`config.mk`:
```
export PLATFORM = sky130hd
export DESIGN_NAME = lzp_queue
export DESIGN_NICKNAME = d
export VERILOG_FILES = /design/src/rtl/lzp_pkg.sv /design/src/rtl/lzp_queue.sv
export SDC_FILE = /design/constraint.sdc
export NUM_CORES = 1
export LEC_CHECK = 0
export ABC_AREA = 1
export BUFFER_PORTS_ARGS = -buffer_cell sky130_fd_sc_hd__buf_4
export CELL_PAD_IN_SITES_DETAIL_PLACEMENT = 2
export CELL_PAD_IN_SITES_GLOBAL_PLACEMENT = 2
export CORE_ASPECT_RATIO = 0.5
export CORE_MARGIN = 4
export CORE_UTILIZATION = 36
export DETAILED_ROUTE_END_ITERATION = 6
export PLACE_DENSITY = 0.85
export SYNTH_ARGS = -nofsm -noshare
export SYNTH_HDL_FRONTEND = slang
export SYNTH_SLANG_ARGS = --single-unit
```
`constraint.sdc`:
```
create_clock -name clk -period 2.3 [get_ports clk]
set_input_delay 0.575 -clock clk [delete_from_list [all_inputs] [get_ports clk]]
set_output_delay 0.575 -clock clk [all_outputs]
set_load 0.01 [all_outputs]
```
`src/rtl/lzp_pkg.sv`:
```
// Package: shared constants, codes and types of the LZP symbol decoder.
`timescale 1ns / 1ps
package lzp_pkg;

  // Default history depth in bytes
  localparam int unsigned MAX_BLOCK_BYTES_DEF = 1048576;
  // Context hash width and its byte shifts
  localparam int unsigned CTX_BITS = 20;
  localparam int unsigned SHIFT_B  = 6;
  localparam int unsigned SHIFT_C  = 12;
  // Epoch mark stored with each context entry
  localparam int unsigned EPOCH_BITS = 8;
  // Field widths
  localparam int unsigned SYM_BITS = 9;
  localparam int unsigned LEN_BITS = 21;
  localparam int unsigned CNT_BITS = 3;

  typedef enum logic [1:0] {
    ST_OK       = 2'd0,
    ST_EMPTY    = 2'd1,
    ST_OVERRUN  = 2'd2,
    ST_COMPLETE = 2'd3
  } status_t;

  // Classified item passed from the front to the back through the queue
  typedef struct packed {
    logic                block_start;
    logic                is_copy;
    logic [7:0]          lit;
    logic [SYM_BITS-1:0] copy_len;   // 1 to 256
  } item_t;

  // Queue handshake between front and back
  typedef struct packed {
    logic  valid;
    item_t item;
  } qpush_t;

endpackage

```
`src/rtl/lzp_queue.sv`:
```
// Two-entry queue between the front end and the execution back end.
`timescale 1ns / 1ps
module lzp_queue (
  input  logic            clk,
  input  logic            rst,
  input  lzp_pkg::qpush_t push,
  output logic            push_ready,
  output logic            pop_valid,
  output lzp_pkg::item_t  pop_item,
  input  logic            pop
);
  import lzp_pkg::*;

  item_t      slots [2];
  logic       wr_ptr;
  logic       rd_ptr;
  logic [1:0] count;
  logic       do_push;
  logic       do_pop;

  assign push_ready = (count != 2'd2);
  assign pop_valid  = (count != 2'd0);
  assign pop_item   = slots[rd_ptr];
  assign do_push    = push.valid && push_ready;
  assign do_pop     = pop && pop_valid;

  // Advance pointers and fill level
  always_ff @(posedge clk) begin
    if (rst) begin
      wr_ptr <= 1'b0;
      rd_ptr <= 1'b0;
      count  <= 2'd0;
    end else begin
      if (do_push) wr_ptr <= !wr_ptr;
      if (do_pop)  rd_ptr <= !rd_ptr;
      count <= count + {1'b0, do_push} - {1'b0, do_pop};
    end
  end

  always_ff @(posedge clk) begin
    if (do_push) slots[wr_ptr] <= push.item;
  end

endmodule

```
After elaboration in Yosys (flattened, before gate mapping). Memories as Yosys holds them, arrays and structs flattened. A register that Yosys moved wholly into a read port is not among the register bits. Cells that the tools add are included.

Flip-flop bits (word level): 4. Latch bits: 0. Bits in writable memories: 38. Bits in read-only memories: 0. Output and inout bits: 21. Logic and storage cells: 16. Memories kept: 1.

Memory list: slots (depth 2, bits a word 19, read ports 1, clocked after Yosys merged registers in 1, write ports 1, RTL line lzp_queue.sv:14) `item_t slots [2];`.

Add/sub/neg operators: 2. $mul: 0. Divide/modulo/power cells: 0. Order comparisons: 0. Eq/ne operators: 1. Shift-type cells: 0. Muxes and demuxes: 4. Bitwise gates (word level): 0. Reduce and logical (&&, ||, !) cells: 5.

Operators by type and width (count): 2-to-1 mux 1 bit (4); adder 2 x 1 -> 2 bit (1); logical AND 1 bit (2); logical NOT 1 bit (2); != test 2 bit, second input constant (1); nonzero test 2 bit (1); subtractor 2 x 1 -> 2 bit (1).

Logic depth before layout (Yosys ltp).
Word-level depth: 4. Mapped depth: 11. Mapped depth without buffers: 11.

Worst setup path after synthesis. OpenSTA, ideal clock, no wires.

Path type: input port to flip-flop. From: in push[19] in the netlist's numbering. To: mem slots[0][0] in the netlist's numbering, enable pin. Setup time: 0.395 ns. Arrival time: 1.486 ns. Data required time: 1.905 ns. Slack: 0.420 ns. Cell stages on the path: 2. Cells stage by stage: nand2_2 nor2_1.

Word-level cells in the longest chain between the ends: 3.

Ends and longest elaborated chain: from (decl) (RTL line lzp_queue.sv:6) `input lzp_pkg::qpush_t push,`; logical AND 1 bit (RTL line lzp_queue.sv:24) `assign do_push = push.valid && push_ready;`; 2-to-1 mux 1 bit (RTL line lzp_queue.sv:41) `if (do_push) slots[wr_ptr] <= push.item;`; 2-to-1 mux 1 bit (implied by the code) (RTL line lzp_queue.sv:41); to (decl) (RTL line lzp_queue.sv:14).

No other way between the ends.

==> metrics.yaml <==
outcome:
  status: "finished clean"
clock_tree:
  cts_buffers: 5
  h-tree-depth: 2
  cts_max_path_buffers: 2
  worstSkewPairLatency_ps: 300
  cts_resized: 0
  root_buffer: "clkbuf_8"
  clk_pin_slew_ps: 80
  clock_sinks: 43
  post_cts_buffers: 0
  cts_tree: "yes"
  cts_hold_buf: 0
sta:
  hold_viol_final: 0
  setup_slack_ps: 308
  fin_crit_ps: 1990
  setup_viol: 0
  fmax_mhz: 502
  slew_headroom_pct: 81.3
  finalCritPeriodShare_pct: 86.6
  grt_setup_unrepaired: "false"
  finalSetupTns_ps: 0
  worst_slew_pin_slew_ps: 280
  timing.hold.ws_ps: 460
  finalMaxSlewViolations: 0
  clock_skew_ps: 2.13
flow_run:
  cap_viol_max_count: 0
worst_setup_path:
  worst_setup_path_end_kind: "output port"
  r2r_start: "count[1]"
  crit_path_top_delay_cell: "mux2_2"
  arrival_ps: 1420
  worst_r2r_endpoint: "count[1]"
  path_class: "flip-flop to output port"
  cp_max_fo: 11
  cp_common_cell: "buf_4"
  startpoint_type: "flip-flop"
  rr_worst_depth: 9
  cp_data_required_time_ps: 1730
  crit_path_cell_trace: "buf_4, mux2_2, buf_4"
  rrSetupSlack_ps: 740
  max_stage_delay_ps: 370
hold_path:
  worstHoldStart: "push[9]"
  whs_endpoint: "slots[0][9]"
  hold_depth: 1
  hp-class: "input pin to flip-flop"
global_routing:
  grt_pass1_vias: 1072
  grt_pass1_wl_um: 6160
  grt.total_usage_pct: 14.5
  grt.overflow.total: 0
  antenna_found_initial: 0
  grt_max_degree: 20
detailed_routing:
  dr.first_iter.drc_count: 47
  antenna_left: 0
  drcViolationCount: 0
  wl_um: 3950
  avgRoutedWirePerCell_um: 19.3
  avgViaCountPerCell: 4.65
  num_vias: 954
  dr.pass1.iters: 4
pwr:
  switching_share_pct: 29.5
  finalPower_mw: 2.29
  clkPwrFrac_pct: 21.5
  vdd_drop_max_mv: 0.397
  p_comb_share_pct: 32.6
  p_leak_nw: 0.860
  seqPwrFrac_pct: 45.9
  internal_power_mw: 1.62
  switchingPower_mw: 0.678
  power_density_nw_per_um2: 1060
layout:
  fin_area_um2: 2160
  fin_util_pct: 48.5
  instances_no_fill: 205
  drive_gt1_share_pct: 52.7
  num-nets-final: 171
  antenna_cells: 0
  areaGrowthSynthToFinish_pct: 29.2
floorplan:
  rows: 17
  fp.dieW_um: 104
  io_pins: 44
  die-area_um2: 5860
  start_util_pct: 37.5
  die_y_um: 56.2
  core_area_um2: 4450
yosys:
  synth.area.top_cells: "edfxtp_1, mux2_4, mux2_2"
  ys_ff_latch: 43
  avgSynthCellArea_um2: 17.6
  synth_warnings: 0
  synth-seq-area-share_pct: 74.4
  netlist_area_um2: 1670
  yosysUniqueCellTypes: 16
  syn-num-nets: 119
  yosysTopAreaCellShare_pct: 68.4
  syn_inst: 95
  yosysTopAreaCell: "edfxtp_1"
placed_design:
  dp_worst_setup_slack_ps: 550
  portBuffers: 43
  place_area_um2: 2060
  globalplace.congestion: 0.646
  dp_hpwl_um: 3050
  placedCellCount: 197
==> power by group through the flow <==
stage / clock, mW / combinational (mW) / sequential, mW
floorplan: 0 / 0.462 / 1.05
global placement: 0 / 0.721 / 1.05
detailed placement: 0 / 0.764 / 1.08
CTS: 0.512 / 0.766 / 1.06
global route: 0.543 / 0.814 / 1.07
finish: 0.492 / 0.748 / 1.05
==> cell families after synthesis <==
logic type / synth area share, %
AOI/OAI and AO/OA: 0.600
adders and majority gates: 0.750
and+or+nand+nor: 5.02
buffers and inverters: 3.67
muxes: 15.1
xor gates and xnor gates: 0.525
DFF: 74.4
==> flip-flops by register name, indices dropped and copies added (netlist names), named ones only <==
| name | count |
|---|---|
| rd_ptr | 1 |
| count | 2 |
| wr_ptr | 1 |
| slots | 38 |
==> cell type report <==
| class | count | area, um2 |
|---|---|---|
| fillers | 412 | 2290 |
| flip-flops and latches | 43 | 1240 |
| clock inverters | 1 | 5.00 |
| inverters | 8 | 30.0 |
| multi-input cells | 42 | 369 |
| well taps | 57 | 71.3 |
| clock buffers | 7 | 86.3 |
| repair buffers | 47 | 353 |
==> layer usage <==
layer	vias up	track usage, %	routed length (um)	share of wire (%)
met5	-	0	0	0
met4	0	6.82	65	1.6
met3	6	4.29	111	2.8
met2	16	27.4	2240	57
met1	490	14.9	1530	39
li1	442	-	-	-
==> worst max-delay path by stage <==
stage              start     endpoint  slack [ps]  cells past startpoint
4_1_cts        flip-flop  pop_item[5]         290                      3
2_1_floorplan   push[19]  slots[0][0]         420                      2
5_1_grt        flip-flop  pop_item[3]         240                      3
6_report       flip-flop  pop_item[5]         310                      3
3_3_place_gp   flip-flop  pop_item[3]         670                      3
3_5_place_dp         pop     count[1]         550                     10
==> critical path, delay by kind of cell (launching register included) <==
kind / cells / cell delay [ps]
mux: 1 / 370
buf+inv: 2 / 390
flops: 1 / 360
==> synth_stat cells <==
master and n:
edfxtp_1 38, mux2_4 10, mux2_2 9, inv_1 8, nor2_1 7, nand2_1 6
dfxtp_1 5, a21oi_1 2, nand2_2 2, nor2_2 2, buf_12 1, buf_6 1
ha_1 1, nand3_1 1, nor3_1 1, xnor2_1 1
==> cells in the final DEF (no fill, tap or decap), drive strengths merged, types with 2 or more instances in the layout <==
cell    synthesis  routed
a21oi           2       2
buf             2      47
clkbuf          0       7
dfxtp           5       5
edfxtp         38      38
inv             8       8
mux2           19      19
nand2           8       8
nor2            9       9
Note: power is estimated with default switching activity, not from simulation.
