**src/rtl/lzp_pkg.sv**
```systemverilog
// Package: shared constants, codes and types of the LZP symbol decoder.
`timescale 1ns / 1ps
package lzp_pkg;

  // Default history depth in bytes
  localparam int unsigned MAX_BLOCK_BYTES_DEF = 1048576;
  // Context hash width and its byte shifts
  localparam int unsigned CTX_BITS = 20;
  localparam int unsigned SHIFT_B  = 6;
  localparam int unsigned SHIFT_C  = 12;
  // Epoch mark stored with each context entry
  localparam int unsigned EPOCH_BITS = 8;
  // Field widths
  localparam int unsigned SYM_BITS = 9;
  localparam int unsigned LEN_BITS = 21;
  localparam int unsigned CNT_BITS = 3;

  typedef enum logic [1:0] {
    ST_OK       = 2'd0,
    ST_EMPTY    = 2'd1,
    ST_OVERRUN  = 2'd2,
    ST_COMPLETE = 2'd3
  } status_t;

  // Classified item passed from the front to the back through the queue
  typedef struct packed {
    logic                block_start;
    logic                is_copy;
    logic [7:0]          lit;
    logic [SYM_BITS-1:0] copy_len;   // 1 to 256
  } item_t;

  // Queue handshake between front and back
  typedef struct packed {
    logic  valid;
    item_t item;
  } qpush_t;

endpackage

```
**src/rtl/lzp_front.sv**
```systemverilog
// Front end: takes symbols from the input stream and classifies them.
`timescale 1ns / 1ps
module lzp_front (
  input  logic                        clk,
  input  logic                        rst,
  input  logic                        s_valid,
  output logic                        s_ready,
  input  logic [lzp_pkg::SYM_BITS-1:0] symbol,
  input  logic                        block_start,
  output lzp_pkg::qpush_t             push,
  input  logic                        push_ready
);
  import lzp_pkg::*;

  logic  held;
  item_t item;

  assign s_ready   = !held || push_ready;
  assign push.valid = held;
  assign push.item  = item;

  // Hold one classified item until the queue takes it
  always_ff @(posedge clk) begin
    if (rst) begin
      held <= 1'b0;
    end else if (s_ready) begin
      held <= s_valid;
    end
  end

  always_ff @(posedge clk) begin
    if (s_ready && s_valid) begin
      item.block_start <= block_start;
      item.is_copy     <= symbol[SYM_BITS-1];
      item.lit         <= symbol[7:0];
      item.copy_len    <= {1'b0, symbol[7:0]} + SYM_BITS'(1);
    end
  end

endmodule

```
**config.mk**
```make
export PLATFORM = sky130hd
export DESIGN_NAME = lzp_front
export DESIGN_NICKNAME = d
export VERILOG_FILES = /design/src/rtl/lzp_pkg.sv /design/src/rtl/lzp_front.sv
export SDC_FILE = /design/constraint.sdc
export NUM_CORES = 1
export LEC_CHECK = 0
export ABC_CLOCK_PERIOD_IN_PS = 3700
export BUFFER_PORTS_ARGS = -buffer_cell sky130_fd_sc_hd__buf_2
export CELL_PAD_IN_SITES_DETAIL_PLACEMENT = 1
export CELL_PAD_IN_SITES_GLOBAL_PLACEMENT = 1
export CORE_MARGIN = 8
export CORE_UTILIZATION = 37
export CTS_CLUSTER_DIAMETER = 50
export DETAILED_ROUTE_END_ITERATION = 6
export PLACE_DENSITY_LB_ADDON = 0.1
export RECOVER_POWER = 25
export SYNTH_ARGS = -nofsm -noshare
export SYNTH_HDL_FRONTEND = slang
export SYNTH_SLANG_ARGS = --single-unit
```
**constraint.sdc**
```tcl
create_clock -name clk -period 3.7 [get_ports clk]
set_clock_uncertainty 0.05 [all_clocks]
set_input_delay 0.555 -clock clk [delete_from_list [all_inputs] [get_ports clk]]
set_output_delay 0.555 -clock clk [all_outputs]
set_load 0.01 [all_outputs]
```
**Yosys cells after proc, flatten, opt, wreduce, memory -nomap -nowiden**

Index checks and enable logic that the tools add are counted.

- Register bits after elaboration: 20
- Output and inout bits: 21
- Bits of input ports: 14

- Reductions and logical operators: 3
- Add/subtract/negate cells: 1

Operators with widths:

| kind | count |
|---|---|
| adder 8 x 1 -> 9 bit (second input constant) | 1 |
| logical AND 1 bit | 1 |
| logical NOT 1 bit | 1 |
| logical OR 1 bit | 1 |

**Logic depth before layout (Yosys ltp)**

Gate-level depths: netlist of the first run.

- Depth in word-level cells: 3
- Gate-level depth with buffers: 3

**Worst setup path after synthesis of the first run**

No wires, ideal clock.

- Path type: input port to flip-flop
- From: input port push_ready
- To: register item, in the netlist push[0], enable pin
- Arrival time: 1.262 ns
- Stages: 2
- Slack: 2.010 ns
- Cell sequence: nand2b_1 > and2_1

- Longest elaborated chain between the ends: 2

RTL lines:

| item | line | source |
|---|---|---|
| from (decl) | lzp_front.sv:11 | `input logic push_ready` |
| logical OR 1 bit | lzp_front.sv:18 | `assign s_ready = !held \|\| push_ready;` |
| logical AND 1 bit | lzp_front.sv:32 | `if (s_ready && s_valid) begin` |
| to (decl) | lzp_front.sv:16 | `item_t item;` |

No other way between the ends.
A chain may end at the register's enable or synchronous reset.

**Worst setup path in the final report of the first run**

- From: input port push_ready
- To: output port s_ready

- Longest elaborated chain between the ends: 1

RTL lines:

| item | line | source |
|---|---|---|
| logical OR 1 bit | lzp_front.sv:18 |  |
| to (decl) | lzp_front.sv:7 | `output logic s_ready,` |

No other way between the ends.

==> results of run 1 <==
cells in the final DEF (no fill, tap or decap), types with 2 or more instances in the layout:
master and n:
buf_2 26, clkbuf_1 8, clkbuf_4 3, edfxtp_1 19, inv_1 2, nand3_1 4, nor2_1 3, xnor2_1 3
xor2_1 3
power groups by stage:
stage	Clock [mW]	Combinational [mW]	Sequential, mW
after floorplan	0	0.0133	0.281
after global placement	0	0.0468	0.273
after detailed placement	0	0.0477	0.273
after CTS	0.104	0.0478	0.268
after global routing	0.116	0.0496	0.269
final	0.100	0.0445	0.267
state kept, by name, summed over array words and instances, names as in the netlist:
register,count
push,19
held,1
routing by layer:
layer | global-route usage, % | routed length (microns)
met1 | 7.46 | 497
met2 | 14.6 | 721
met3 | 3.60 | 145
met4 | 2.99 | 0
met5 | 0 | 0
path summary, 6_finish.rpt:
path | startpoint | end | cells after the start
max | push_ready | s_ready | 3
min | rst | held$_SDFFE_PP0P_ | 2
max reg2reg | held$_SDFFE_PP0P_ | push[7]$_DFFE_PP_ | 2
min reg2reg | held$_SDFFE_PP0P_ | held$_SDFFE_PP0P_ | 2
worst register-to-register path: stages (launching register included):
cell,delay [ns]
dfxtp_1,0.32
nand2b_1,0.10
and2_1,0.66
through the flow:
stage	setup WS, ns	cells
final	2.13	107
after global routing	2.09	107
after CTS	2.12	107
after detailed placement	1.81	103
after global placement	1.88	103
after floorplan	2.01	43
layout make-up:
| cell class | instances | area (sq um) |
|---|---|---|
| Clock buffer | 3 | 22.5 |
| Clock inverter | 1 | 3.75 |
| Fill cell | 225 | 973 |
| Inverter | 2 | 7.51 |
| Multi-Input combinational cell | 20 | 130 |
| Sequential cell | 20 | 591 |
| Tap cell | 27 | 33.8 |
| Timing Repair Buffer | 34 | 160 |
cell families after synthesis:
logic type               Yosys count  share of synthesized area, %
AO/OA/AOI/OAI                      1                         0.675
XOR/XNOR                           6                          7.10
adder cells (fa/ha/maj)            1                          1.69
buffers and inverters              3                          2.03
flip-flops                        20                          79.7
AND/OR/NAND/NOR                   12                          8.78
==> impl_metrics.py, run 1 <==
metrics = {
    "detailed_routing": {
        "via_count": 458,
        "wl_per_cell_microns": 12.7,
        "dr.pass1.iters": 2,
        "dr.first_iter.drc_count": 2,
        "ant_nets": 0,
        "wirelength_microns": 1360,
        "drc_errors": 0,
        "via_per_inst": 4.28,
    },
    "power": {
        "ir_drop_mv": 0.192,
        "intPower_mw": 0.321,
        "swShare_pct": 22.0,
        "switchingPower_mw": 0.0907,
        "power.leakage_nw": 0.381,
        "powerDensity_nw_per_um2": 434,
        "seqPwrFrac_pct": 64.9,
        "clkPwrFrac_pct": 24.3,
        "p_comb_share_pct": 10.8,
        "total_power_mw": 0.412,
    },
    "critical_path": {
        "timing.reg2reg.setup_slack_ns": 2.20,
        "path_cells": "buf_2 -> nand2b_1 -> buf_2",
        "cpMaxStageDelayCell": "nand2b_1",
        "start_kind": "input port",
        "max_stage_delay_ns": 0.16,
        "cp_common_cell": "buf_2",
        "crit_type": "input port to output pin",
        "crit_path_end_kind": "output pin",
        "critPathArrivalTime_ns": 0.96,
        "critical-path-top-delay-family": "buffers and inverters",
        "path_buf_inv": 2,
        "crit_fanout": 3,
        "crit_required_ns": 3.09,
    },
    "timing": {
        "drv_slew": 0,
        "fin_setup_tns_ns": 0,
        "fmax_mhz": 638,
        "finalSetupViolations": 0,
        "fin_crit_sh_pct": 42.3,
        "hold_slack_ns": 0.357,
        "worstMarginPinSlew_ns": 0.797,
        "rsz0062_at_grt": "false",
        "post-route-min-period_ns": 1.57,
        "maxSlewHeadroom_pct": 46.9,
        "final_hold_viol_count": 0,
    },
    "synth": {
        "synthDistinctLibCells": 16,
        "ys_seq_elements": 20,
        "netlist_instances": 43,
        "synth.most_common_cell": "edfxtp_1",
        "syn-mean-instance-area_sq_um": 17.2,
        "yosysWarnings": 0,
        "synth_enable_flop_cells": 19,
        "async_flop_share_pct": 0,
        "ys_top_cells_by_count": "19 x edfxtp_1, 3 x nand3_1, 3 x nor2_1, 3 x xnor2_1, 3 x xor2_1",
        "ys.flop_type": "edfxtp_1",
        "syn_area_sq_um": 741,
        "synth_top_cell_by_area": "edfxtp_1",
        "ys_seq_area_share_pct": 79.7,
        "synthTopCellsByArea": "edfxtp_1 77%, xnor2_1 3.5%, xor2_1 3.5%, dfxtp_1 2.7%, nand3_1 2.0%",
        "synth_fp_nets": 58,
        "synth_top_area_share_pct": 77.0,
    },
    "global_route": {
        "antenna_found_initial": 0,
        "grt_usage_pct": 7.94,
        "grt_pass1_wl_microns": 2180,
        "grt_overflow": 0,
        "grt_max_degree": 20,
        "grt_pass1_vias": 510,
    },
    "floorplan": {
        "core.rowCount": 16,
        "chipWidth_microns": 60.7,
        "design.core.area_sq_um": 1920,
        "chipHeight_microns": 60.7,
        "dieArea_sq_um": 3690,
        "initial_core_util_pct": 38.5,
        "ios": 35,
    },
    "cts": {
        "cts_sinks": 20,
        "cts.htree.levels": 1,
        "cts_buffers": 3,
        "cts_root_buf": "clkbuf_4",
        "cts_tree": "done",
        "clock_latency_ns": 0.29,
        "post_cts_buffers": 0,
        "ctsHoldBuffers": 0,
        "path_clk_slew_ns": 0.10,
        "cts_max_path_buffers": 2,
        "cts_resized": 0,
    },
    "worst_hold_path": {
        "hold_path.class": "input port to flip-flop",
    },
    "place": {
        "numPortBuffers": 34,
        "post_dp_cell_area_sq_um": 937,
        "gp_congestion": 0.665,
        "dp_hpwl_microns": 1120,
    },
    "finish": {
        "utilization_pct": 49.3,
        "stdcell_area_sq_um": 948,
        "drive_above_1_share_pct": 36.3,
        "final_net_count": 96,
        "area_growth_pct": 28.0,
        "diodes": 0,
    },
    "job": {
        "cap_violations": 0,
    },
    "run_status": {
        "status": "finished clean",
    },
}
Note: power is estimated with default switching activity, not from simulation.
==> run 2: changes to the inputs <==
ABC_AREA = 1   (was default)
ABC_CLOCK_PERIOD_IN_PS = 1500   (was 3700)
CORE_UTILIZATION = 34   (was 37)
clock period = 1.5 ns   (was 3.7 ns; I/O delays follow)
==> run 2 against run 1 <==
Effect of this change:
- via count increased by 20%
- wire length up 24%
- global-route usage increased by 0.95 points
- combinational power rose to 2.7 times the previous value
- synthesized cell count increased by 30%
- sequential cell count unchanged
- largest cell class unchanged
- count of clock-buffer cells in the layout is 1 higher
- largest power group unchanged
==> impl_metrics.py, run 2 <==
metrics = {
    "critical_path": {
        "r2r-end": "push[10]$_DFFE_PP_",
        "crit_required_ns": 1.22,
        "crit_path_end_kind": "output pin",
        "path_buf_inv": 1,
        "timing.critical_path.from": "held$_SDFFE_PP0P_",
        "path_depth": 2,
        "max_stage_delay_ns": 0.38,
        "path_cells": "nand2_1 -> buf_2",
        "critPathArrivalTime_ns": 0.88,
        "cpMaxStageDelayCell": "dfxtp_1",
        "cp-endpoint": "s_ready",
        "critical-path-top-delay-family": "flip-flops",
        "reg2reg_depth": 2,
        "start_kind": "flip-flop",
        "timing.reg2reg.setup_slack_ns": 0.40,
        "crit_fanout": 3,
        "regToRegStartpoint": "held$_SDFFE_PP0P_",
        "crit_type": "flip-flop to output pin",
    },
    "detailed_routing": {
        "dr.pass1.iters": 4,
        "via_per_inst": 4.50,
        "dr.first_iter.drc_count": 10,
        "via_count": 549,
        "wirelength_microns": 1690,
        "wl_per_cell_microns": 13.9,
        "drc_errors": 0,
        "ant_nets": 0,
    },
    "timing": {
        "final_hold_viol_count": 0,
        "fin_setup_tns_ns": 0,
        "worstMarginPinSlew_ns": 0.263,
        "finalSetupViolations": 0,
        "drv_slew": 0,
        "rsz0062_at_grt": "false",
        "maxSlewHeadroom_pct": 82.5,
        "fmax_mhz": 865,
        "post-route-min-period_ns": 1.16,
        "fin_crit_sh_pct": 77.1,
    },
    "power": {
        "p_comb_share_pct": 11.1,
        "clkPwrFrac_pct": 27.9,
        "swShare_pct": 22.0,
        "ir_drop_mv": 0.449,
        "intPower_mw": 0.845,
        "switchingPower_mw": 0.239,
        "powerDensity_nw_per_um2": 1080,
        "power.leakage_nw": 0.423,
        "seqPwrFrac_pct": 60.9,
    },
    "synth": {
        "synthDistinctLibCells": 14,
        "synth_top_area_share_pct": 74.1,
        "syn_area_sq_um": 769,
        "ys_seq_elements": 20,
        "syn-mean-instance-area_sq_um": 13.7,
        "ys_seq_area_share_pct": 76.7,
        "yosysWarnings": 0,
        "ys.flop_type": "edfxtp_1",
        "synth_fp_nets": 71,
        "synth_top_cell_by_area": "edfxtp_1",
        "synth_enable_flop_cells": 19,
        "ys_top_cells_by_count": "19 x edfxtp_1, 13 x nand2_1, 6 x inv_1",
        "synthTopCellsByArea": "edfxtp_1 74%, nand2_1 6.3%, inv_1 2.9%, dfxtp_1 2.6%, xnor2_1 2.3%",
        "netlist_instances": 56,
        "synth.most_common_cell": "edfxtp_1",
        "async_flop_share_pct": 0,
    },
    "run_status": {
        "status": "finished clean",
    },
    "floorplan": {
        "core.rowCount": 17,
        "chipWidth_microns": 63.6,
        "design.core.area_sq_um": 2170,
        "chipHeight_microns": 63.6,
        "ios": 35,
        "dieArea_sq_um": 4040,
        "initial_core_util_pct": 35.5,
    },
    "finish": {
        "utilization_pct": 46.3,
        "diodes": 0,
        "final_cell_mix": "26 x buf_2, 19 x edfxtp_1, 13 x nand2_1, 8 x clkbuf_1, 6 x inv_1",
        "largest_register_ffs": 19,
        "layoutNonFillerInstCount": 122,
        "stdcell_area_sq_um": 1000,
        "drive_above_1_share_pct": 36.2,
        "final_common_cell": "buf_2",
        "area_growth_pct": 30.6,
        "final_net_count": 110,
    },
    "cts": {
        "ctsHoldBuffers": 0,
        "post_cts_buffers": 0,
        "cts_tree": "done",
        "cts_buffers": 3,
        "path_clk_slew_ns": 0.10,
        "cts_root_buf": "clkbuf_4",
        "cts_resized": 0,
        "cts_sinks": 20,
        "cts_max_path_buffers": 2,
        "cts.htree.levels": 1,
        "clock_latency_ns": 0.29,
    },
    "global_route": {
        "grt_overflow": 0,
        "antenna_found_initial": 0,
        "grt_max_degree": 20,
        "grt_usage_pct": 8.90,
        "grt_pass1_vias": 615,
        "grt_pass1_wl_microns": 2840,
    },
    "place": {
        "placed_cells": 118,
        "post_dp_cell_area_sq_um": 978,
        "gp_congestion": 0.712,
        "dp_hpwl_microns": 1370,
        "numPortBuffers": 34,
    },
    "job": {
        "cap_violations": 0,
    },
    "worst_hold_path": {
        "hold_path.class": "input port to flip-flop",
    },
}
## run 2: power by group through the flow
stage | Clock, mW | Combinational, mW | Sequential (mW)
after floorplan | 0 | 0.0380 | 0.693
after global placement | 0 | 0.125 | 0.672
after detailed placement | 0 | 0.128 | 0.674
after CTS | 0.314 | 0.128 | 0.662
after global routing | 0.342 | 0.135 | 0.665
final | 0.303 | 0.121 | 0.661
## run 2: layout make-up
cell class                 count  area, sq um
fill                         257         1160
sequential                    20          591
timing repair buffer          35          168
multi-input combinational     29          153
clock buffer                   4         36.3
tap                           28         35.0
inverter                       6         22.5
## run 2: logic make-up (layout without fill, tap and decap cells)
family                     after synthesis  after routing  synth area share (%)
and+or+nand+nor                         21             21                  11.7
buffers and inverters                    7             45                  3.90
xor gates and xnor gates                 3              3                  3.42
DFF                                     20             20                  76.7
adders and majority gates                1              1                  1.63
AOI/OAI and AO/OA                        4              4                  2.60
## run 2: worst min-delay path by stage
stage          start           endpoint  slack [ns]  cells after the start
2_1_floorplan    rst  held$_SDFFE_PP0P_        0.24                      1
3_3_place_gp     rst  held$_SDFFE_PP0P_        0.33                      2
3_5_place_dp     rst  held$_SDFFE_PP0P_        0.34                      2
4_1_cts          rst  held$_SDFFE_PP0P_        0.01                      2
5_1_grt          rst  held$_SDFFE_PP0P_       0.001                      2
6_report         rst  held$_SDFFE_PP0P_        0.02                      2
## run 2: worst reg2reg max path, stage by stage, from the launching register on
cell     delay, ns
dfxtp_1       0.34
a21oi_2       0.13
buf_4         0.27
## run 2: routing by layer
metal	wire (microns)	share of wire (%)	GRT usage (%)	vias up
met3	133	7.9	3.71	2
met5	0	0	0	-
li1	-	-	-	265
met4	17	1.0	5.01	0
met1	686	41	9.40	264
met2	854	50	14.6	18
## run 2: per-stage QoR
step,power (mW),hold slack (ns),worst slack [ns]
6_report,1.08,0.0244,0.343
5_1_grt,1.14,0.00133,0.252
4_1_cts,1.10,0.0143,0.318
3_5_place_dp,0.802,0.338,0.284
3_3_place_gp,0.797,0.330,0.333
2_1_floorplan,0.731,0.244,0.166
